===== src/design/free_slip_velocity_projection_unit_macros.svh =====
// Assertion macros for the free-slip velocity projection unit.
// Needs a clock named clk and a reset named rst in the including scope.
`ifndef FREE_SLIP_VELOCITY_PROJECTION_UNIT_MACROS_SVH
`define FREE_SLIP_VELOCITY_PROJECTION_UNIT_MACROS_SVH

// Checked only outside reset.
`define FSVP_ASSERT(label, prop, msg) \
  label: assert property (@(posedge clk) disable iff (rst) prop) else $error(msg);

// Checked at every edge, reset included.
`define FSVP_ASSERT_ALWAYS(label, prop, msg) \
  label: assert property (@(posedge clk) prop) else $error(msg);

`endif


===== src/design/fsvp_pkg.sv =====
// Shared widths, types and saturation helpers for the free-slip projection unit.
// No dependencies.
package fsvp_pkg;

  localparam int VELOCITY_WIDTH = 32;
  localparam int NORMAL_WIDTH   = 16;
  localparam int FRAC_N         = NORMAL_WIDTH - 2;
  localparam int PROD_W         = VELOCITY_WIDTH + NORMAL_WIDTH;
  localparam int WIDE_W         = PROD_W + 1;
  localparam int NSTAGE         = 7;

  typedef logic signed [VELOCITY_WIDTH-1:0] vel_t;
  typedef logic signed [NORMAL_WIDTH-1:0]   norm_t;
  typedef logic signed [PROD_W-1:0]         prod_t;
  typedef logic signed [WIDE_W-1:0]         wide_t;

  localparam vel_t VEL_MAX = vel_t'({1'b0, {(VELOCITY_WIDTH-1){1'b1}}});
  localparam vel_t VEL_MIN = vel_t'({1'b1, {(VELOCITY_WIDTH-1){1'b0}}});

  typedef enum logic [2:0] {
    CASE_INTERIOR = 3'd0,
    CASE_KEPT     = 3'd1,
    CASE_EDGE1    = 3'd2,
    CASE_EDGE2    = 3'd3,
    CASE_ZEROED   = 3'd4
  } case_t;

  typedef struct packed {
    logic [NSTAGE-1:0] en;
    logic [NSTAGE-1:0] vld;
  } pipe_ctl_t;

  // Clamp a wide signed value into the velocity range.
  function automatic vel_t sat_vel(input wide_t x);
    logic [WIDE_W-VELOCITY_WIDTH:0] top;
    top = x[WIDE_W-1:VELOCITY_WIDTH-1];
    if ((&top) || (~|top)) begin
      return x[VELOCITY_WIDTH-1:0];
    end
    return x[WIDE_W-1] ? VEL_MIN : VEL_MAX;
  endfunction

  // Strictly positive.
  function automatic logic is_pos(input vel_t x);
    return !x[VELOCITY_WIDTH-1] && (x != '0);
  endfunction

endpackage


===== src/design/fsvp_dot.sv =====
// Two-stage fixed-point dot product: multiply, then sum, floor shift, saturate.
// Depends on fsvp_pkg.
module fsvp_dot
  import fsvp_pkg::*;
(
  input  logic       clk,
  input  logic [1:0] en,
  input  vel_t       u,
  input  vel_t       v,
  input  norm_t      nu,
  input  norm_t      nv,
  output vel_t       dot
);

  prod_t p_u;
  prod_t p_v;
  wide_t sum;
  wide_t sh;

  always_ff @(posedge clk) begin
    if (en[0]) begin
      p_u <= u * nu;
      p_v <= v * nv;
    end
  end

  always_comb begin
    sum = wide_t'(p_u) + wide_t'(p_v);
    sh  = sum >>> FRAC_N;
  end

  always_ff @(posedge clk) begin
    if (en[1]) dot <= sat_vel(sh);
  end

endmodule


===== config.mk =====
export PLATFORM = sky130hd
export DESIGN_NAME = fsvp_dot
export DESIGN_NICKNAME = d
export VERILOG_FILES = /design/src/design/free_slip_velocity_projection_unit_macros.svh /design/src/design/fsvp_pkg.sv /design/src/design/fsvp_dot.sv
export SDC_FILE = /design/constraint.sdc
export NUM_CORES = 2
export LEC_CHECK = 0
export BUFFER_PORTS_ARGS = -buffer_cell sky130_fd_sc_hd__buf_2
export CAP_MARGIN = 15
export CELL_PAD_IN_SITES_DETAIL_PLACEMENT = 1
export CELL_PAD_IN_SITES_GLOBAL_PLACEMENT = 1
export CORE_UTILIZATION = 40
export CTS_CLUSTER_SIZE = 12
export DETAILED_ROUTE_END_ITERATION = 8
export PLACE_DENSITY = 0.74
export SLEW_MARGIN = 25
export SYNTH_ARGS = -nofsm -noshare
export SYNTH_HDL_FRONTEND = slang
export SYNTH_SLANG_ARGS = --single-unit

===== constraint.sdc =====
create_clock -name clk -period 9.6 [get_ports clk]
set_input_delay 1.92 -clock clk [delete_from_list [all_inputs] [get_ports clk]]
set_output_delay 1.92 -clock clk [all_outputs]
set_load 0.03 [all_outputs]

# == Word level (Yosys, flattened, before mapping) ==
# Index checks and enable logic that the tools add are counted.
# word_totals
regBits,128
input_bits,99
output_inout_bits,32
wordCells,15
# op_classes
addsub,1
multipliers,2
mux,5
n_reduce_logical,4
# op_table
cell,count
$mul 32x16->48,2
$mux 32,3
$add 48x48->49,1
$reduce_and 4->1,1
$reduce_or 4->1,1
$mux 1,2
$logic_not 1->1,1
$logic_or 1x1->1,1

# == Depth between registers and ports, before layout ==
# depth
depth_word,7
mapped_depth,27
ltp_nobuf,25

# == Worst setup path before layout ==
# No wires, ideal clock.
# synth_path
path_type,input port to flip-flop
start,input nv[7]
end,"register p_v[45], data pin"
setup_ns,0.258
t_arrival_ns,7.737
t_required_ns,9.342
path_slack_ns,1.606
cell_stages,24
n_path_buf,1
cell_sequence,clkbuf_1 -> nand2_1 -> fa_1 -> inv_1 -> fa_1 -> inv_1 -> fa_1 -> inv_1 -> fa_1 -> fa_1 -> inv_1 -> fa_1 -> inv_1 -> ha_1 -> a21oi_1 -> o21ai_0 -> a21oi_1 -> o21ai_0 -> a311o_1 -> a2111oi_2 -> o31ai_1 -> a311o_1 -> a21oi_1 -> xnor2_1
# synth_between
elab_chain_cells,1
# synth_lines
element,line_no,rtl
from (decl),fsvp_dot.sv:11,"input norm_t nv,"
$mul 32x16->48,fsvp_dot.sv:23,p_v <= v * nv;
to (signal assigned),fsvp_dot.sv:23,
to (decl),fsvp_dot.sv:16,prod_t p_v;
# No other way between the ends.
# A chain may end at the register's enable or synchronous reset.

# == Worst setup path after layout ==
# layout_path
start,input nv[1]
end,"register p_v[44], data pin"
# The elaborated chain is that of the path after synthesis.

==> results.py <==
metrics = {
    "outcome": {
        "status": "finished, final reports clean",
    },
    "logic_synthesis": {
        "synth_area_um2": 41890,
        "synth_top_area_share_pct": 46.45,
        "ys_ff_latch": 128,
        "synth_edf_count": 128,
        "syn_nets": 5912,
        "yosysUniqueCellTypes": 66,
        "synth_cells": 4566,
        "yosysTopAreaCell": "fa_1",
        "avgSynthCellArea_um2": 9.175,
        "synth_top_flop_cell": "edfxtp_1",
        "ys_seq_area_share_pct": 9.175,
        "synth-async-reset-ratio_pct": 0,
        "ys_top_cells_by_area": "fa_1 (46%), inv_1 (10%), edfxtp_1 (9.2%)",
        "yosysWarnings": 0,
    },
    "worst_setup_path": {
        "critPathArrivalTime_ps": 9100,
        "slowest_stage": "a211oi_1",
        "critPathTopFamily": "adder cells",
        "endpoint_kind": "flop",
        "worstPathRequired_ps": 9780,
        "cp_num_buf_inv": 4,
        "crit_path_frequent_cell": "fa_1",
        "ff2ff_path_depth": 12,
        "setup.worst_path.start_class": "input pin",
        "slowest_delay_ps": 710,
        "cp.depth": 22,
        "critPathMaxFanout": 32,
        "crit_type": "in2reg",
        "path_cells": "buf_2, nand2_1, fa_1, fa_1, fa_1, inv_1, fa_1, fa_1, inv_1, fa_1, inv_1, ha_1, a21o_1, a21o_1, a21oi_1, nand2_1, a211oi_1, o21ai_0, a311oi_1, nor3_1, nor3_1, xnor2_1",
    },
    "clock_tree": {
        "clock_sinks": 128,
        "post_cts_buffers": 0,
        "cts_root_buffer": "clkbuf_16",
        "cts_hold_repair.buffers": 0,
        "cts_buffer_depth": 2,
        "cts.clk_slew.worst_paths_ps": 60,
        "clock_latency_ps": 440,
        "cts-resized-gates": 0,
        "cts_max_level": 4,
        "cts_buffers": 17,
        "cts_tree": "built",
    },
    "floorplanning": {
        "die_x_um": 325.6,
        "dieHeight_um": 325.6,
        "core_um2": 103600,
        "io_pins": 131,
        "dieArea_um2": 106000,
        "fp-row-count": 118,
        "initial_core_util_pct": 40.42,
    },
    "grt": {
        "grt_max_degree": 51,
        "grt-ovfl-total": 0,
        "grt_pass1_wl_um": 185900,
        "grt.total_usage_pct": 22.16,
        "grt_antenna_before_repair": 1,
        "grt_pass1_vias": 35362,
    },
    "cells_and_area": {
        "diodes": 0,
        "design_area_um2": 44240,
        "multi_input_area_um2": 33120,
        "drive_above_1_share_pct": 4.179,
        "final_util_pct": 42.69,
        "fill_cells": 12062,
        "syn_to_final_growth_pct": 5.615,
        "regArea_um2": 3844,
        "fin_nets": 5879,
    },
    "sta": {
        "worstMarginPinSlew_ps": 1001,
        "rsz0062_at_grt": "false",
        "hold_ws_ps": 948.7,
        "fin_crit_ps": 8919,
        "finalHoldViolCount": 0,
        "fin_crit_sh_pct": 92.91,
        "setup_tns_ps": 0,
        "skew_ps": 14.11,
        "drv_slew": 0,
        "max_freq_mhz": 112.1,
        "slew_headroom_pct": 32.36,
        "setup_violations": 0,
    },
    "place": {
        "hpwl_um": 93480,
        "portBuffers": 130,
        "placed_area_um2": 43640,
        "gp_congestion": 0.8983,
    },
    "route": {
        "wirelength_um": 112600,
        "antenna_left": 0,
        "via_per_inst": 5.132,
        "drt_iter0_markers": 1255,
        "vias": 30410,
        "dr.pass1.iters": 5,
        "wl_per_cell_um": 19.00,
        "route.detailed.drc": 0,
    },
    "min_path": {
        "hold_class": "reg2reg",
        "whs_path_depth": 3,
    },
    "flow_run": {
        "cap_violations": 0,
    },
}
[cells by family (layout without fill, tap and decap cells)]
family | Yosys count | in the layout | share of synthesized area [%]
flip-flops | 128 | 128 | 9.175
multiplexers | 2 | 2 | 0.05077
AO/OA/AOI/OAI | 441 | 441 | 6.645
XOR/XNOR | 134 | 134 | 2.802
AND/OR/NAND/NOR | 1299 | 1299 | 14.87
adder cells (fa/ha/maj) | 1247 | 1247 | 54.66
buffers and inverters | 1315 | 1295 | 11.79
[worst reg2reg max path, delay by kind of cell, from the launching register on]
kind / cells / cell delay [ps]
AO/OA/AOI/OAI: 7 / 2440
XOR/XNOR: 1 / 460
AND/OR/NAND/NOR: 2 / 440
flip-flops: 1 / 390
adder cells (fa/ha/maj): 1 / 350
buffers and inverters: 1 / 270
[cell type report]
cell class | instances | area share [%]
repair buffers | 143 | 1.705
well taps | 1380 | 3.903
flip-flops and latches | 128 | 8.687
clock buffers | 17 | 0.9615
clock inverters | 15 | 0.3789
inverters | 1120 | 9.502
multi-input cells | 3123 | 74.86
[Yosys cell counts, types with 18 or more instances]
cell	number
inv_1	1118
fa_1	972
nand2_1	638
and2_1	415
ha_1	275
clkbuf_1	189
a21oi_1	149
edfxtp_1	128
nor2_1	113
xnor2_1	90
o21ai_0	82
a21o_1	67
xor2_1	44
nand2b_1	27
nand4_1	25
o21bai_1	23
nand3_1	20
a31oi_1	19
nor2b_1	18
[flip-flops by register name, indices dropped and copies added (netlist names)]
signal	flops
p_u	48
dot	32
p_v	48
[through the flow]
stage / std cells / worst slack, ps
after global routing: 5926 / 472.6
after floorplan: 4566 / 1606
final: 5926 / 680.7
after detailed placement: 5893 / 443.3
after CTS: 5925 / 882.7
after global placement: 5893 / 616.0
[final timing paths]
kind                     startpoint                end  slack, ps
hold / removal    p_u[19]$_DFFE_PP_   dot[5]$_DFFE_PP_        950
hold reg to reg   p_u[19]$_DFFE_PP_   dot[5]$_DFFE_PP_        950
setup / recovery              nv[1]  p_v[44]$_DFFE_PP_        680
setup reg to reg   p_u[7]$_DFFE_PP_  dot[13]$_DFFE_PP_       4950
[layer usage]
metal  vias up  GRT usage, %  part of all wire (%)
met5         -             0                     0
met4         0         8.145                   3.9
met1     16170         26.11                    39
li1      13474             -                     -
met3       228         1.949                   2.7
met2       538         41.59                    54
[cells in the final DEF (no fill, tap or decap), types with 12 or more instances in the layout]
master and n:
a21oi_1 149, fa_1 972, nor2_1 113, ha_1 275, nand2_1 638, buf_2 129, edfxtp_1 128, nand2b_1 27
a31oi_1 18, and2_1 415, nand3_1 20, o21bai_1 23, nand4_1 25, nor2b_1 18, inv_1 1118, a211oi_1 12
a21o_1 67, and3_1 13, xnor2_1 90, o21ai_0 82, buf_4 13, xor2_1 44, clkbuf_16 17, nor3_1 13
Power is left out: the tool's default activity adds up to more than one toggle a clock period on the data nets, which glitch-free logic cannot reach.
