===== src/design/free_slip_velocity_projection_unit_macros.svh =====
// Assertion macros for the free-slip velocity projection unit.
// Needs a clock named clk and a reset named rst in the including scope.
`ifndef FREE_SLIP_VELOCITY_PROJECTION_UNIT_MACROS_SVH
`define FREE_SLIP_VELOCITY_PROJECTION_UNIT_MACROS_SVH

// Checked only outside reset.
`define FSVP_ASSERT(label, prop, msg) \
  label: assert property (@(posedge clk) disable iff (rst) prop) else $error(msg);

// Checked at every edge, reset included.
`define FSVP_ASSERT_ALWAYS(label, prop, msg) \
  label: assert property (@(posedge clk) prop) else $error(msg);

`endif


===== src/design/fsvp_pkg.sv =====
// Shared widths, types and saturation helpers for the free-slip projection unit.
// No dependencies.
package fsvp_pkg;

  localparam int VELOCITY_WIDTH = 32;
  localparam int NORMAL_WIDTH   = 16;
  localparam int FRAC_N         = NORMAL_WIDTH - 2;
  localparam int PROD_W         = VELOCITY_WIDTH + NORMAL_WIDTH;
  localparam int WIDE_W         = PROD_W + 1;
  localparam int NSTAGE         = 7;

  typedef logic signed [VELOCITY_WIDTH-1:0] vel_t;
  typedef logic signed [NORMAL_WIDTH-1:0]   norm_t;
  typedef logic signed [PROD_W-1:0]         prod_t;
  typedef logic signed [WIDE_W-1:0]         wide_t;

  localparam vel_t VEL_MAX = vel_t'({1'b0, {(VELOCITY_WIDTH-1){1'b1}}});
  localparam vel_t VEL_MIN = vel_t'({1'b1, {(VELOCITY_WIDTH-1){1'b0}}});

  typedef enum logic [2:0] {
    CASE_INTERIOR = 3'd0,
    CASE_KEPT     = 3'd1,
    CASE_EDGE1    = 3'd2,
    CASE_EDGE2    = 3'd3,
    CASE_ZEROED   = 3'd4
  } case_t;

  typedef struct packed {
    logic [NSTAGE-1:0] en;
    logic [NSTAGE-1:0] vld;
  } pipe_ctl_t;

  // Clamp a wide signed value into the velocity range.
  function automatic vel_t sat_vel(input wide_t x);
    logic [WIDE_W-VELOCITY_WIDTH:0] top;
    top = x[WIDE_W-1:VELOCITY_WIDTH-1];
    if ((&top) || (~|top)) begin
      return x[VELOCITY_WIDTH-1:0];
    end
    return x[WIDE_W-1] ? VEL_MIN : VEL_MAX;
  endfunction

  // Strictly positive.
  function automatic logic is_pos(input vel_t x);
    return !x[VELOCITY_WIDTH-1] && (x != '0);
  endfunction

endpackage


===== src/design/fsvp_remove.sv =====
// Two-stage removal of one normal component: x - floor(nvel * n >> F), saturated.
// Depends on fsvp_pkg.
module fsvp_remove
  import fsvp_pkg::*;
(
  input  logic       clk,
  input  logic [1:0] en,
  input  vel_t       x,
  input  vel_t       nvel,
  input  norm_t      n,
  output vel_t       res
);

  prod_t p;
  vel_t  x_q;
  prod_t p_sh;
  wide_t diff;

  always_ff @(posedge clk) begin
    if (en[0]) begin
      p   <= nvel * n;
      x_q <= x;
    end
  end

  always_comb begin
    p_sh = p >>> FRAC_N;
    diff = wide_t'(x_q) - wide_t'(p_sh);
  end

  always_ff @(posedge clk) begin
    if (en[1]) res <= sat_vel(diff);
  end

endmodule


===== config.mk =====
export PLATFORM = sky130hd
export DESIGN_NAME = fsvp_remove
export DESIGN_NICKNAME = d
export VERILOG_FILES = /design/src/design/free_slip_velocity_projection_unit_macros.svh /design/src/design/fsvp_pkg.sv /design/src/design/fsvp_remove.sv
export SDC_FILE = /design/constraint.sdc
export NUM_CORES = 1
export LEC_CHECK = 0
export BUFFER_PORTS_ARGS = -buffer_cell sky130_fd_sc_hd__buf_4
export CAP_MARGIN = 20
export CORE_UTILIZATION = 53
export CTS_BUF_LIST = sky130_fd_sc_hd__clkbuf_4 sky130_fd_sc_hd__clkbuf_8 sky130_fd_sc_hd__clkbuf_16
export DETAILED_ROUTE_END_ITERATION = 8
export PLACE_DENSITY = 0.71
export SYNTH_ARGS = -nofsm -noshare
export SYNTH_HDL_FRONTEND = slang
export SYNTH_SLANG_ARGS = --single-unit

===== constraint.sdc =====
create_clock -name clk -period 10.59 [get_ports clk]
set_input_delay 1.059 -clock clk [delete_from_list [all_inputs] [get_ports clk]]
set_output_delay 1.059 -clock clk [all_outputs]
set_load 0.02 [all_outputs]

== Word-level counts from Yosys, hierarchy flattened ==
Index checks and enable logic that the tools add are counted.

* Output and inout bits: 32
* Bits in registers: 112
* Input bits: 83
* Word-level logic and storage cells: 14

* Add/sub/neg operators: 1
* Multiplexer cells: 5
* Multipliers: 1
* Reduce and logical (&&, ||, !) cells: 4

{| class="wikitable"
|+ Operators with widths
! kind !! count
|-
| 2-to-1 mux 32 bit || 3
|-
| multiplier 32 x 16 -> 48 bit || 1
|-
| subtractor 32 x 34 -> 35 bit || 1
|-
| AND reduction 18 bit || 1
|-
| OR reduction 18 bit || 1
|-
| 2-to-1 mux 1 bit || 2
|-
| logical NOT 1 bit || 1
|-
| logical OR 1 bit || 1
|}

== Depth between registers and ports, before layout ==
Gate-level depths: netlist (run 1).

* Depth after elaboration: 7
* Depth in mapped cells: 25
* Mapped depth without buffers: 24

== Worst setup path before layout (run 1) ==
No wires, ideal clock.

* Path kind: input port to flip-flop
* Start point: input n[7]
* End point: register p[41] (data pin)
* Path buffers: 1
* Setup slack: 3.674 ns
* Stages on the path: 23
* Arrival: 6.649 ns
* Data required time: 10.323 ns
* Cells stage by stage: clkbuf_1 nand2_1 fa_1 inv_1 fa_1 inv_1 fa_1 inv_1 fa_1 fa_1 inv_1 fa_1 inv_1 ha_1 a21oi_1 a21boi_0 a31oi_4 a311oi_4 nor4_2 o21ai_2 a21oi_1 or2_4 xor2_1

* Cells in the longest elaborated chain, start to end: 1

{| class="wikitable"
|+ RTL lines
! what !! line !! source
|-
| start, declared || fsvp_remove.sv:10 || <nowiki>input norm_t n,</nowiki>
|-
| multiplier 32 x 16 -> 48 bit || fsvp_remove.sv:21 || <nowiki>p <= nvel * n;</nowiki>
|-
| end signal, assigned || fsvp_remove.sv:21 ||
|-
| end, declared || fsvp_remove.sv:14 || <nowiki>prod_t p;</nowiki>
|}

No other way between the ends.
A chain may end at the register's enable or synchronous reset.

== Worst setup path in the final report (run 1) ==
* Start point: input n[15]
* End point: register p[40] (data pin)

The elaborated chain is that of the path after synthesis.

==> results.json, run 1 <==
{
  "cts.sinks": 98,
  "fillers": 3679,
  "drc": 0,
  "post_cts_buffers": 0,
  "rsz0062_at_grt": "false",
  "crit_chain": "buf_4, inv_1, nor2_1, fa_1, fa_1, fa_1, fa_1, fa_1, inv_1, fa_1, inv_1, ha_1, nand3_1, a211oi_1, o2111ai_1, nand2_1, nor3_1, o31ai_1, a21oi_1, xnor2_1",
  "hold_path_class": "reg2reg",
  "syn2layout_area_growth_pct": 6.350,
  "place_congestion": 0.9379,
  "worstMarginPinSlew_ps": 1046,
  "grt_max_degree": 67,
  "antenna_left": 0,
  "synth-main-ff-cell": "edfxtp_1",
  "fin_skew_ps": 9.303,
  "grt_usage": 0.2704,
  "yosys.area.top_type": "fa_1",
  "ios": 115,
  "wl_um": 55520,
  "fmax_mhz": 136.1,
  "worstReg2RegStart": "p[14]",
  "path_buf_inv": 4,
  "drive_above_1_share": 0.06166,
  "clkTransAtPathRegs_ps": 70,
  "grt_pass1_wl_um": 92180,
  "netlist_area_mm2": 0.02266,
  "fin_nets": 3158,
  "cp.arrival_ps": 7450,
  "vias": 16332,
  "fp.dieH_um": 208.8,
  "timing.slew.headroom": 0.3022,
  "outcome": "finished, final reports clean",
  "cp_max_fo": 25,
  "dieWidth_um": 208.8,
  "synth_top_area_share": 0.4294,
  "dp_hpwl_um": 44820,
  "cp_slowest_stage_delay_ps": 760,
  "vias_per_cell": 5.466,
  "worst_setup_path_start_kind": "primary input",
  "fin_crit_sh": 0.6940,
  "r2r_setup_slack_ps": 6300,
  "synth_seq_cells": 98,
  "clk_latency_ps": 350,
  "min_from": "p[14]",
  "yosysMostFrequentCell": "inv_1",
  "grt_pass1_vias": 17912,
  "cp.required_ps": 10690,
  "min_to": "res[0]",
  "holdPathStages": 2,
  "core_area_mm2": 0.04204,
  "synthCells": 2410,
  "synth_edf_count": 98,
  "synth-seq-area-share": 0.1299,
  "initial_core_util": 0.5390,
  "fp.dieArea_mm2": 0.04358,
  "path_depth": 20,
  "fin_tns_setup_ps": 0,
  "htreeDepth": 3,
  "hold_violations": 0,
  "maxSlewViolCount": 0,
  "cp_slowest_cell": "inv_1",
  "cts-root-buf": "clkbuf_16",
  "end_kind": "flop",
  "ys_types": 62,
  "grt.overflow.total": 0,
  "cts_buffer_depth": 2,
  "hold_buffers": 0,
  "cts_tree": "built",
  "cts_resized": 0,
  "cts_buffers": 9,
  "first_pass_iters": 6,
  "grt_antenna_before_repair": 1,
  "synthTopCellsByArea": "fa_1 43%, edfxtp_1 13%, inv_1 10%",
  "cap_violations": 0,
  "async_flop_share": 0,
  "num_rows": 75,
  "synth.avg_cell_area_um2": 9.402,
  "ys_top_cells_by_count": "607 x inv_1, 486 x fa_1, 321 x nand2_1",
  "path_common_cell": "fa_1",
  "layout_min_cycle_time_ps": 7350,
  "setup_viol": 0,
  "syn_nets": 3124,
  "rr_worst_depth": 13,
  "critPathKind": "in2reg",
  "routedWlPerCell_um": 18.58,
  "first_iter_violations": 1194,
  "ys_warn_count": 0,
  "regToRegEndpoint": "res[7]",
  "portBuffers": 114,
  "cp_top_family": "adder cells",
  "diodes": 0
}
## kinds of logic (layout without fill, tap and decap cells)
group	count (synthesis)	in the layout	synth area share
flip-flops	98	98	0.1299
AO/OA/AOI/OAI	247	247	0.07344
XOR/XNOR	70	70	0.02706
multiplexers	1	1	0.0004418
buffers and inverters	699	738	0.1176
adder cells (fa/ha/maj)	631	631	0.5094
AND/OR/NAND/NOR	664	664	0.1422
## how the worst max path moves through the flow
stage	slack (ps)	from	to
detailed placement	2910	n[15]	p[40]
CTS	3280	n[15]	p[40]
global route	2850	n[15]	p[40]
floorplan	3670	n[7]	p[41]
global placement	3100	n[7]	p[45]
finish	3240	n[15]	p[40]
## tightest hold or removal path: cells and delay by family (launching register included)
family / cells / cell delay [ps]
compound gates: 1 / 80
fa+ha+maj: 1 / 180
flops: 1 / 340
## per-layer routing
| metal | share of wire | global-route usage | vias up |
|---|---|---|---|
| li1 | - | - | 7294 |
| met1 | 0.42 | 0.3586 | 8309 |
| met2 | 0.47 | 0.4452 | 637 |
| met3 | 0.088 | 0.06297 | 90 |
| met4 | 0.023 | 0.07581 | 2 |
| met5 | 0.00018 | 0 | - |
## through the flow
stage	area, um^2	std cells	setup WS [ps]	hold slack [ps]	utilization
after CTS	24090	2987	3283	788.6	0.5729
after global placement	23800	2971	3104	751.4	0.5662
after floorplan	22660	2410	3674	654.7	-
after global routing	24100	2988	2854	785.6	0.5732
final	24100	2988	3240	775.4	0.5732
after detailed placement	23800	2971	2906	775.1	0.5662
## cell type report
| class | instances | area [um^2] | area share |
|---|---|---|---|
| Inverter | 607 | 2278 | 0.09455 |
| Sequential cell | 98 | 2943 | 0.1221 |
| Tap cell | 539 | 674.4 | 0.02799 |
| Clock inverter | 7 | 57.56 | 0.002388 |
| Clock buffer | 9 | 225.2 | 0.009346 |
| Timing Repair Buffer | 115 | 867.1 | 0.03598 |
| Multi-Input combinational cell | 1613 | 17050 | 0.7076 |
## registers in the layout, indices dropped and copies added, names as in the netlist
name and count:
x_q 32, p 34, res 32
## cell usage in the layout (no fill, tap or decap), types with 2 or more instances in the layout
cell type	netlist	layout
o21bai_1	11	11
buf_4	3	114
clkbuf_16	0	9
xor2_1	26	26
a221o_1	2	2
inv_1	607	607
o2111a_1	2	2
xnor2_1	44	44
nand3b_1	2	2
clkinv_4	0	2
edfxtp_1	98	98
nor4_2	2	2
a21oi_2	2	2
a21o_1	23	23
a31oi_1	8	8
a211o_1	3	3
a21oi_1	80	80
o21ai_0	35	35
nor2_1	51	51
o21ai_2	2	2
or2_2	5	5
o2111ai_1	4	4
clkinvlp_4	0	2
o211ai_1	9	9
ha_1	145	145
nor2b_1	6	6
a211oi_1	5	5
a21boi_0	4	4
nand4_1	5	5
nand2_1	321	321
and3_1	6	6
nor3_1	14	14
and2_1	210	210
fa_1	486	486
a41oi_1	3	3
o31ai_1	34	34
nand2b_1	23	23
nand3_1	11	11
a311o_1	2	2
o21a_1	5	5
Power of run 1 is left out: the tool's default activity adds up to more than one toggle a clock period on the data nets, which glitch-free logic cannot reach.
==> inputs of run 2 (changes only) <==
==> constraint.sdc (replaced) <==
create_clock -name clk -period 7.26 [get_ports clk]
set_input_delay 0.726 -clock clk [delete_from_list [all_inputs] [get_ports clk]]
set_output_delay 0.726 -clock clk [all_outputs]
set_load 0.02 [all_outputs]
==> results.json, run 2 (synthesis gave the netlist of run 1 again) <==
{
  "outcome": "finished, final reports clean",
  "grt_max_degree": 67,
  "hold_path_class": "in2reg",
  "fin_nets": 3177,
  "grt_usage": 0.2825,
  "layout_min_cycle_time_ps": 6766,
  "rsz0062_at_grt": "false",
  "place_ws_ps": 171.7,
  "cp.arrival_ps": 6950,
  "fin_crit_sh": 0.9320,
  "portBuffers": 114,
  "cp.required_ps": 7450,
  "fp.dieH_um": 208.8,
  "setup_viol": 0,
  "grt.overflow.total": 0,
  "place_congestion": 0.9528,
  "stdcell_count": 3007,
  "fin_skew_ps": 12.18,
  "grt_antenna_before_repair": 1,
  "setup_slack_ps": 493.5,
  "vias_per_cell": 5.481,
  "mostFrequentLayoutCells": "607 x inv_1, 486 x fa_1, 321 x nand2_1, 210 x and2_1, 145 x ha_1",
  "cp_max_fo": 23,
  "worstMarginPinSlew_ps": 870.3,
  "initial_core_util": 0.5390,
  "drc": 0,
  "clk_latency_ps": 350,
  "antenna_left": 0,
  "wl_um": 58510,
  "mostFrequentLayoutCell": "inv_1",
  "drive_above_1_share": 0.06810,
  "post-place-cells": 2990,
  "hold_violations": 0,
  "critPathKind": "in2reg",
  "num_rows": 75,
  "timing.slew.headroom": 0.4198,
  "cts.sinks": 98,
  "htreeDepth": 3,
  "clkTransAtPathRegs_ps": 70,
  "core_area_mm2": 0.04204,
  "largest_reg_flops": 34,
  "grt_pass1_vias": 17849,
  "dp_hpwl_um": 47240,
  "worst_setup_path_start_kind": "primary input",
  "fin_tns_setup_ps": 0,
  "ios": 115,
  "dieWidth_um": 208.8,
  "cap_violations": 0,
  "first_pass_iters": 6,
  "grt_pass1_wl_um": 95140,
  "fmax_mhz": 147.8,
  "first_iter_violations": 1413,
  "fp.dieArea_mm2": 0.04358,
  "hold_buffers": 0,
  "end_kind": "flop",
  "post_cts_buffers": 0,
  "cts_buffers": 9,
  "maxSlewViolCount": 0,
  "cts_tree": "built",
  "largest_register": "p",
  "vias": 16480,
  "cts_resized": 0,
  "routedWlPerCell_um": 19.46,
  "top_regs": "p x34, res x32, x_q x32",
  "cts_buffer_depth": 2,
  "syn2layout_area_growth_pct": 7.046,
  "cts-root-buf": "clkbuf_16"
}
run 2: per-stage QoR:
step	util	hold slack, ps	area (um^2)
final	0.5770	542.6	24260
after global routing	0.5770	534.8	24260
after CTS	0.5765	532.7	24240
after detailed placement	0.5696	779.7	23950
after global placement	0.5696	764.0	23950
after floorplan	-	654.7	22660
run 2: final timing paths:
path              startpoint      end  slack (ps)  cells past startpoint
hold reg to reg        p[14]   res[0]         800                      2
setup / recovery        n[2]    p[46]         490                     21
setup reg to reg       p[14]   res[2]        3100                     13
hold / removal         x[29]  x_q[29]         540                      1
run 2: routing by layer:
layer | up-vias | track usage | wire (um)
met5 | - | 0 | 0
met4 | 0 | 0.08697 | 1787
met3 | 115 | 0.06778 | 5593
met2 | 724 | 0.4524 | 26500
met1 | 8319 | 0.3815 | 24630
li1 | 7322 | - | -
run 2: worst max-delay path: stages:
cell      delay [ps]
buf_4            300
nand2_1          130
fa_1             510
fa_1             520
fa_1             510
inv_1             40
ha_1             280
fa_1             480
inv_1             50
fa_1             560
inv_1             80
ha_1             320
a211oi_1         300
a21boi_0         420
a31oi_4          190
a311oi_4         500
nor4_2           140
o21ai_2          250
a21oi_1          120
or2_4            250
a221oi_2         240
run 2: cell type report:
class / count / area, um^2
fill: 3681 / 17780
multi-input combinational: 1613 / 17050
sequential: 98 / 2943
clock buffer: 9 / 225.2
antenna: 1 / 2.502
clock inverter: 6 / 66.31
tap: 539 / 674.4
timing repair buffer: 134 / 1013
inverter: 607 / 2278
Power of run 2 is left out for the same reason.
