[src/design/free_slip_velocity_projection_unit_macros.svh]
// Assertion macros for the free-slip velocity projection unit.
// Needs a clock named clk and a reset named rst in the including scope.
`ifndef FREE_SLIP_VELOCITY_PROJECTION_UNIT_MACROS_SVH
`define FREE_SLIP_VELOCITY_PROJECTION_UNIT_MACROS_SVH

// Checked only outside reset.
`define FSVP_ASSERT(label, prop, msg) \
  label: assert property (@(posedge clk) disable iff (rst) prop) else $error(msg);

// Checked at every edge, reset included.
`define FSVP_ASSERT_ALWAYS(label, prop, msg) \
  label: assert property (@(posedge clk) prop) else $error(msg);

`endif

[src/design/fsvp_pkg.sv]
// Shared widths, types and saturation helpers for the free-slip projection unit.
// No dependencies.
package fsvp_pkg;

  localparam int VELOCITY_WIDTH = 32;
  localparam int NORMAL_WIDTH   = 16;
  localparam int FRAC_N         = NORMAL_WIDTH - 2;
  localparam int PROD_W         = VELOCITY_WIDTH + NORMAL_WIDTH;
  localparam int WIDE_W         = PROD_W + 1;
  localparam int NSTAGE         = 7;

  typedef logic signed [VELOCITY_WIDTH-1:0] vel_t;
  typedef logic signed [NORMAL_WIDTH-1:0]   norm_t;
  typedef logic signed [PROD_W-1:0]         prod_t;
  typedef logic signed [WIDE_W-1:0]         wide_t;

  localparam vel_t VEL_MAX = vel_t'({1'b0, {(VELOCITY_WIDTH-1){1'b1}}});
  localparam vel_t VEL_MIN = vel_t'({1'b1, {(VELOCITY_WIDTH-1){1'b0}}});

  typedef enum logic [2:0] {
    CASE_INTERIOR = 3'd0,
    CASE_KEPT     = 3'd1,
    CASE_EDGE1    = 3'd2,
    CASE_EDGE2    = 3'd3,
    CASE_ZEROED   = 3'd4
  } case_t;

  typedef struct packed {
    logic [NSTAGE-1:0] en;
    logic [NSTAGE-1:0] vld;
  } pipe_ctl_t;

  // Clamp a wide signed value into the velocity range.
  function automatic vel_t sat_vel(input wide_t x);
    logic [WIDE_W-VELOCITY_WIDTH:0] top;
    top = x[WIDE_W-1:VELOCITY_WIDTH-1];
    if ((&top) || (~|top)) begin
      return x[VELOCITY_WIDTH-1:0];
    end
    return x[WIDE_W-1] ? VEL_MIN : VEL_MAX;
  endfunction

  // Strictly positive.
  function automatic logic is_pos(input vel_t x);
    return !x[VELOCITY_WIDTH-1] && (x != '0);
  endfunction

endpackage

[src/design/fsvp_ctrl.sv]
// Valid bits and per-stage enables for the projection pipeline.
// Depends on fsvp_pkg.
module fsvp_ctrl
  import fsvp_pkg::*;
(
  input  logic      clk,
  input  logic      rst,
  input  logic      in_valid,
  input  logic      out_ready,
  output pipe_ctl_t ctl
);

  logic [NSTAGE-1:0] vld;
  logic [NSTAGE-1:0] en;

  // A stage moves when it is empty or the stage after it moves.
  always_comb begin
    en[NSTAGE-1] = !vld[NSTAGE-1] || out_ready;
    for (int k = NSTAGE - 2; k >= 0; k--) begin
      en[k] = !vld[k] || en[k+1];
    end
  end

  always_ff @(posedge clk) begin
    if (rst) begin
      vld <= '0;
    end else begin
      if (en[0]) vld[0] <= in_valid;
      for (int k = 1; k < NSTAGE; k++) begin
        if (en[k]) vld[k] <= vld[k-1];
      end
    end
  end

  assign ctl.en  = en;
  assign ctl.vld = vld;

endmodule

[config.mk]
export PLATFORM = sky130hd
export DESIGN_NAME = fsvp_ctrl
export DESIGN_NICKNAME = d
export VERILOG_FILES = /design/src/design/free_slip_velocity_projection_unit_macros.svh /design/src/design/fsvp_pkg.sv /design/src/design/fsvp_ctrl.sv
export SDC_FILE = /design/constraint.sdc
export NUM_CORES = 1
export LEC_CHECK = 0
export ABC_AREA = 1
export BUFFER_PORTS_ARGS = -buffer_cell sky130_fd_sc_hd__buf_4
export CAP_MARGIN = 40
export CORE_AREA = 5 5 42 44
export DETAILED_ROUTE_END_ITERATION = 8
export DIE_AREA = 0 0 47 49
export PLACE_DENSITY_LB_ADDON = 0.08
export SLEW_MARGIN = 40
export SYNTH_ARGS = -nofsm -noshare
export SYNTH_HDL_FRONTEND = slang
export SYNTH_SLANG_ARGS = --single-unit
[constraint.sdc]
create_clock -name clk -period 1.2 [get_ports clk]
set_input_delay 0.12 -clock clk [delete_from_list [all_inputs] [get_ports clk]]
set_output_delay 0.12 -clock clk [all_outputs]
set_load 0.1 [all_outputs]
### Word level (Yosys, flattened, before mapping)

Index checks and enable logic that the tools add are counted.

* register bits: 7
* bits of input ports: 4
* output and inout port bits: 14
* word-level logic and storage cells: 21

* reduce and logical (&&, ||, !) cells: 14

Operator list (number)
* zero test 1 bit: 7
* logical OR 1 bit: 7

### Depth between registers and ports, before layout

Gate-level depths: netlist of the first run.

* depth in word-level cells: 8
* mapped depth: 5
* gate-level depth less buffers: 5

### Worst setup path before layout of the first run

No wires, ideal clock.

* kind: reg2reg
* from: register vld[6]
* to: register vld[0]
* library setup time: 0.080 ns
* arrival time: 2.839 ns
* required time: 1.120 ns
* slack: -1.720 ns
* cell stages (with the launch flop): 5
* buffers on the path: 0
* period minus slack after synthesis: 2.920 ns
* cell sequence: dfxtp_1 > nand4_4 > nor2_4 > nand4_2 > a21oi_2

RTL lines
* start, declared: RTL line fsvp_ctrl.sv:13 `logic [NSTAGE-1:0] vld;`
* start signal, assigned by index: RTL line fsvp_ctrl.sv:30 `if (en[k]) vld[k] <= vld[k-1];`

==> impl_metrics.py, run 1 <==
metrics = {
    "critical_path": {
        "cp-start-kind": "flop",
        "setup.worst_path.end_class": "output pin",
        "cp.required_ns": 1.08,
        "slowest_stage": "dfxtp_4",
        "arrival_ns": 1.24,
        "path_common_cell": "nand4_4",
        "critPathKind": "reg -> out",
        "path_max_fanout": 5,
        "max_stage_delay_ns": 0.35,
        "path_cells": "nand4_4 > nor2_4 > nand4_4 > buf_12",
    },
    "power_and_ir_drop": {
        "pwr-share-comb": 0.138,
        "p_seq_frac": 0.459,
        "p_sw_frac": 0.279,
        "p_leak_uw": 0.000324,
        "switchingPower_uw": 146,
        "clock_power_share": 0.403,
        "ir_worst_vdd_mv": 0.572,
        "cellPowerDensity_nw_per_um2": 771,
        "p_int_uw": 378,
    },
    "sta": {
        "timing.final.hold_violations": 0,
        "skew_ns": 0.00354,
        "fin_tns_setup_ns": -0.703,
        "period_minus_slack_ns": 1.36,
        "fmax_ghz": 0.733,
        "rsz0062_at_grt": "yes",
        "worst_slew_margin_rel": 0.795,
        "maxSlewViolCount": 0,
        "worstMarginPinSlew_ns": 0.306,
        "setup_ws_ns": -0.165,
        "min_period_over_period": 1.14,
        "setup_viol": 8,
    },
    "synth": {
        "synthesis.area_um2": 284,
        "ys_seq_area_frac": 0.493,
        "synth_nets": 36,
        "yosys.cell_types.count": 10,
        "avgSynthCellArea_um2": 8.88,
        "ys.warnings.count": 0,
        "ys_ff_latch": 7,
        "synthCells": 32,
    },
    "die": {
        "placementRows": 14,
        "start_util": 0.203,
        "die_area_um2": 2300,
        "dieHeight_um": 49,
        "core_area_um2": 1400,
        "die_w_um": 47,
        "io_pins": 18,
    },
    "finish": {
        "post-route-util": 0.485,
        "largest-register": "vld",
        "diodes": 0,
        "final_cell_mix": "buf_4 (18), inv_1 (7), buf_12 (6)",
        "drive_above_1_share": 0.703,
        "reg_top3": "vld: 7 flops",
        "syn_to_final_growth_pct": 139,
        "largest_register_ffs": 7,
        "layout_commonest_cell": "buf_4",
        "fin_nets": 69,
        "fillers": 146,
        "postLayoutCellArea_um2": 679,
    },
    "clock_tree": {
        "clk_pin_slew_worst_paths_ns": 0.05,
        "cts_buffer_depth": 2,
        "htreeDepth": 1,
        "cts_buffers": 3,
        "cts_tree": "yes",
        "clkSinkCount": 7,
        "clk_latency_ns": 0.25,
        "cts-root-buf": "clkbuf_4",
    },
    "drt": {
        "wl_per_cell_um": 11.6,
        "num_vias": 323,
        "drc_errors": 0,
        "drt-initial-drc-count": 7,
        "ant_nets": 0,
        "viasPerCell": 4.04,
        "drt-total-wl_um": 927,
        "firstDrtPassIters": 4,
    },
    "global_routing": {
        "grt_pass1_wl_um": 1360,
        "grt_use_met2": 0.133,
        "top_usage_layer": "met2",
        "grt_max_degree": 8,
        "grt_pass1_vias": 322,
        "grt_usage": 0.0825,
        "antenna_found_initial": 0,
        "overflow": 0,
        "met1_usage": 0.0815,
        "use_met3": 0.0332,
    },
    "status": {
        "violations": "negative setup slack",
        "status": "complete, but fails checks",
    },
    "placed_design": {
        "routabilityCongestion": 0.670,
        "io_buffers": 17,
        "place_hpwl_um": 578,
        "placed_cell_area_um2": 463,
    },
    "run": {
        "maxCapViolCount": 0,
    },
    "worst_hold_path": {
        "holdCritPathClass": "in -> reg",
    },
}
## area by class of cell
cell class	count	area [um^2]	area share
Sequential cell	7	153	0.225
Multi-Input combinational cell	16	144	0.212
Clock buffer	4	26.3	0.0387
Timing Repair Buffer	28	300	0.442
Inverter	9	36.3	0.0534
Tap cell	16	20.0	0.0295
## critical path, delay by kind of cell, from the launching register on
family / cells / cell delay (ns)
flops: 1 / 0.35
buf+inv: 1 / 0.20
simple gates: 3 / 0.45
## metrics by stage
stage	worst slack [ns]	total power, uW	hold WS [ns]	instances
2_1_floorplan	-0.841	291	0.179	32
3_3_place_gp	0.0475	312	0.339	65
3_5_place_dp	0.0207	313	0.340	65
4_1_cts	-0.227	536	0.0700	77
5_1_grt	-0.223	546	0.0763	80
6_report	-0.165	524	0.0770	80
## what timing repair did
| item | in CTS | in global routing |
|---|---|---|
| setup buffers | 8 | 4 |
| gates cloned | 0 | 0 |
| setup endpoints to repair | 7 | 11 |
| gates resized for setup | 24 | 6 |
| hold buffers | 0 | 0 |
| pin swaps | 4 | 4 |
## synthesized netlist by cell type
library cell,count,share of area
a21oi_1,4,0.070
a21oi_2,1,0.031
dfxtp_1,7,0.49
inv_1,9,0.12
nand2_1,2,0.026
nand3_2,1,0.035
nand4_2,1,0.044
nand4_4,1,0.075
nor2_1,5,0.066
nor2_4,1,0.040
## worst paths after layout
path                        from                  end  slack [ns]  cells past startpoint
max          vld[4]$_SDFFE_PP0P_               ctl[7]       -0.16                      4
min                          rst  vld[4]$_SDFFE_PP0P_        0.08                      2
max reg2reg  vld[4]$_SDFFE_PP0P_  vld[0]$_SDFFE_PP0P_        0.07                      5
min reg2reg  vld[0]$_SDFFE_PP0P_  vld[1]$_SDFFE_PP0P_        0.51                      2
## power groups by stage
stage / clock, uW / combinational [uW] / sequential (uW)
global placement: 0 / 67.4 / 245
finish: 211 / 72.3 / 241
detailed placement: 0 / 67.6 / 245
global route: 230 / 74.6 / 241
CTS: 225 / 71.0 / 240
floorplan: 0 / 8.53 / 283
## metal layers
| layer | up-vias | part of all wire |
|---|---|---|
| met5 | - | 0 |
| met4 | 0 | 0 |
| met3 | 0 | 0.10 |
| met2 | 16 | 0.54 |
| met1 | 145 | 0.35 |
| li1 | 162 | - |
## cell families (layout without fill, tap and decap cells)
| logic type | count (synthesis) | count (layout) | share of synthesized area |
|---|---|---|---|
| AOI/OAI and AO/OA | 5 | 5 | 0.101 |
| buffers and inverters | 9 | 41 | 0.119 |
| DFF | 7 | 7 | 0.493 |
| and+or+nand+nor | 11 | 11 | 0.286 |
(Power assumes the default switching activity.)
==> run 2, diff against run 1 <==
--- a/config.mk
+++ b/config.mk
@@ -8,9 +8,9 @@
 export ABC_AREA = 1
 export BUFFER_PORTS_ARGS = -buffer_cell sky130_fd_sc_hd__buf_4
 export CAP_MARGIN = 40
-export CORE_AREA = 5 5 42 44
+export CORE_AREA = 10 10 47 49
 export DETAILED_ROUTE_END_ITERATION = 8
-export DIE_AREA = 0 0 47 49
+export DIE_AREA = 0 0 57 59
 export PLACE_DENSITY_LB_ADDON = 0.08
 export SLEW_MARGIN = 40
 export SYNTH_ARGS = -nofsm -noshare
==> impl_metrics.py, run 2 (synthesized netlist as in run 1, its figures left out) <==
metrics = {
    "status": {
        "status": "complete, but fails checks",
        "violations": "negative setup slack",
    },
    "power_and_ir_drop": {
        "p_leak_uw": 0.000276,
        "ir_worst_vdd_mv": 0.475,
        "cellPowerDensity_nw_per_um2": 856,
    },
    "die": {
        "io_pins": 18,
        "die_area_um2": 3360,
        "die_w_um": 57,
        "start_util": 0.203,
        "placementRows": 14,
        "dieHeight_um": 59,
        "core_area_um2": 1400,
    },
    "clock_tree": {
        "clk_latency_ns": 0.25,
        "htreeDepth": 1,
        "cts_buffers": 3,
        "clkSinkCount": 7,
        "hold_buffers": 0,
        "cts_tree": "yes",
        "cts-root-buf": "clkbuf_4",
        "cts_buffer_depth": 2,
        "clk_pin_slew_worst_paths_ns": 0.05,
    },
    "sta": {
        "period_minus_slack_ns": 1.37,
        "timing.final.hold_violations": 0,
        "worstMarginPinSlew_ns": 0.274,
        "whs_ns": 0.0804,
        "fmax_ghz": 0.729,
        "maxSlewViolCount": 0,
        "min_period_over_period": 1.14,
        "worst_slew_margin_rel": 0.817,
        "skew_ns": 0.00129,
        "rsz0062_at_grt": "yes",
        "setup_ws_ns": -0.171,
        "setup_viol": 7,
    },
    "run": {
        "maxCapViolCount": 0,
    },
    "placed_design": {
        "post-place-cells": 65,
        "placed_cell_area_um2": 463,
        "post-place-ws_ns": 0.0190,
        "io_buffers": 17,
        "place_hpwl_um": 667,
        "routabilityCongestion": 0.727,
    },
    "finish": {
        "fin_nets": 65,
        "layout_commonest_cell": "buf_4",
        "largest-register": "vld",
        "postLayoutCellArea_um2": 612,
        "final_cell_mix": "buf_4 (15), inv_1 (9), buf_6 (5), a21oi_1 (4), nor2_1 (4)",
        "reg_top3": "vld: 7 flops",
        "diodes": 0,
        "final_cells": 76,
        "drive_above_1_share": 0.667,
        "syn_to_final_growth_pct": 115,
        "largest_register_ffs": 7,
    },
    "global_routing": {
        "overflow": 0,
        "antenna_found_initial": 0,
        "grt_pass1_vias": 344,
        "grt_usage": 0.0594,
        "grt_max_degree": 8,
        "grt_pass1_wl_um": 1520,
    },
    "critical_path": {
        "crit_buf_inv": 1,
        "path_max_fanout": 5,
        "cp.required_ns": 1.08,
        "critPathKind": "reg -> out",
        "path_cells": "nand4_4 > nor2_4 > nand4_4 > buf_12",
        "max_stage_delay_ns": 0.35,
        "setup.worst_path.end_class": "output pin",
        "cp-start-kind": "flop",
        "r2r_cells": 5,
        "r2r-end": "vld[0]$_SDFFE_PP0P_",
        "slowest_stage": "dfxtp_4",
        "critPathTopFamily": "simple AND/OR/NAND/NOR gates",
        "ff2ff_setup_slack_ns": 0.07,
        "arrival_ns": 1.25,
        "regToRegStartpoint": "vld[4]$_SDFFE_PP0P_",
        "path_common_cell": "nand4_4",
    },
    "drt": {
        "num_vias": 308,
        "drc_errors": 0,
        "drt-initial-drc-count": 4,
        "ant_nets": 0,
        "firstDrtPassIters": 2,
        "viasPerCell": 4.05,
        "drt-total-wl_um": 912,
        "wl_per_cell_um": 12.0,
    },
    "worst_hold_path": {
        "holdCritPathClass": "in -> reg",
        "hp-start": "rst",
        "min_path_cells": 2,
        "holdPathEnd": "vld[4]$_SDFFE_PP0P_",
    },
}
run 2: per-stage QoR:
stage	setup TNS (ns)	util	total power [uW]
final	-0.712	0.437	524
after global placement	0	0.330	313
after floorplan	-6.18	-	291
after global routing	-1.25	0.437	558
after detailed placement	0	0.330	313
after CTS	-0.953	0.413	532
run 2: worst max-delay path by stage:
stage                             start             endpoint  slack, ns  cells past startpoint
floorplan           vld[5]$_SDFFE_PP0P_  vld[0]$_SDFFE_PP0P_      -0.84                      4
global placement    vld[5]$_SDFFE_PP0P_               ctl[7]       0.05                      4
detailed placement  vld[5]$_SDFFE_PP0P_               ctl[7]       0.02                      4
CTS                 vld[6]$_SDFFE_PP0P_               ctl[7]      -0.20                      4
global route        vld[5]$_SDFFE_PP0P_               ctl[7]      -0.25                      4
finish              vld[4]$_SDFFE_PP0P_               ctl[7]      -0.17                      4
run 2: cell type report:
cell class | instances | area, um^2
fillers | 152 | 790
flip-flops and latches | 7 | 154
repair buffers | 24 | 244
multi-input cells | 16 | 134
well taps | 16 | 20.0
inverters | 9 | 33.8
clock buffers | 4 | 26.3
run 2: power by group:
group          internal (uW)  total, uW  switching [uW]
registers                232        241            8.56
clock network            127        213            85.8
logic                   18.5       70.5            51.9
run 2: routing by layer:
metal	wire (um)	up-vias	GRT usage
li1	-	154	-
met1	307	138	0.0480
met2	455	16	0.0915
met3	149	0	0.0494
met4	0	0	0.0503
met5	0	-	0
run 2: what timing repair did:
action / in CTS / in global routing
hold endpoints to repair: 0 / 0
setup buffers: 6 / 1
pin swaps: 2 / 2
resized for setup: 11 / 8
setup endpoints to repair: 7 / 11
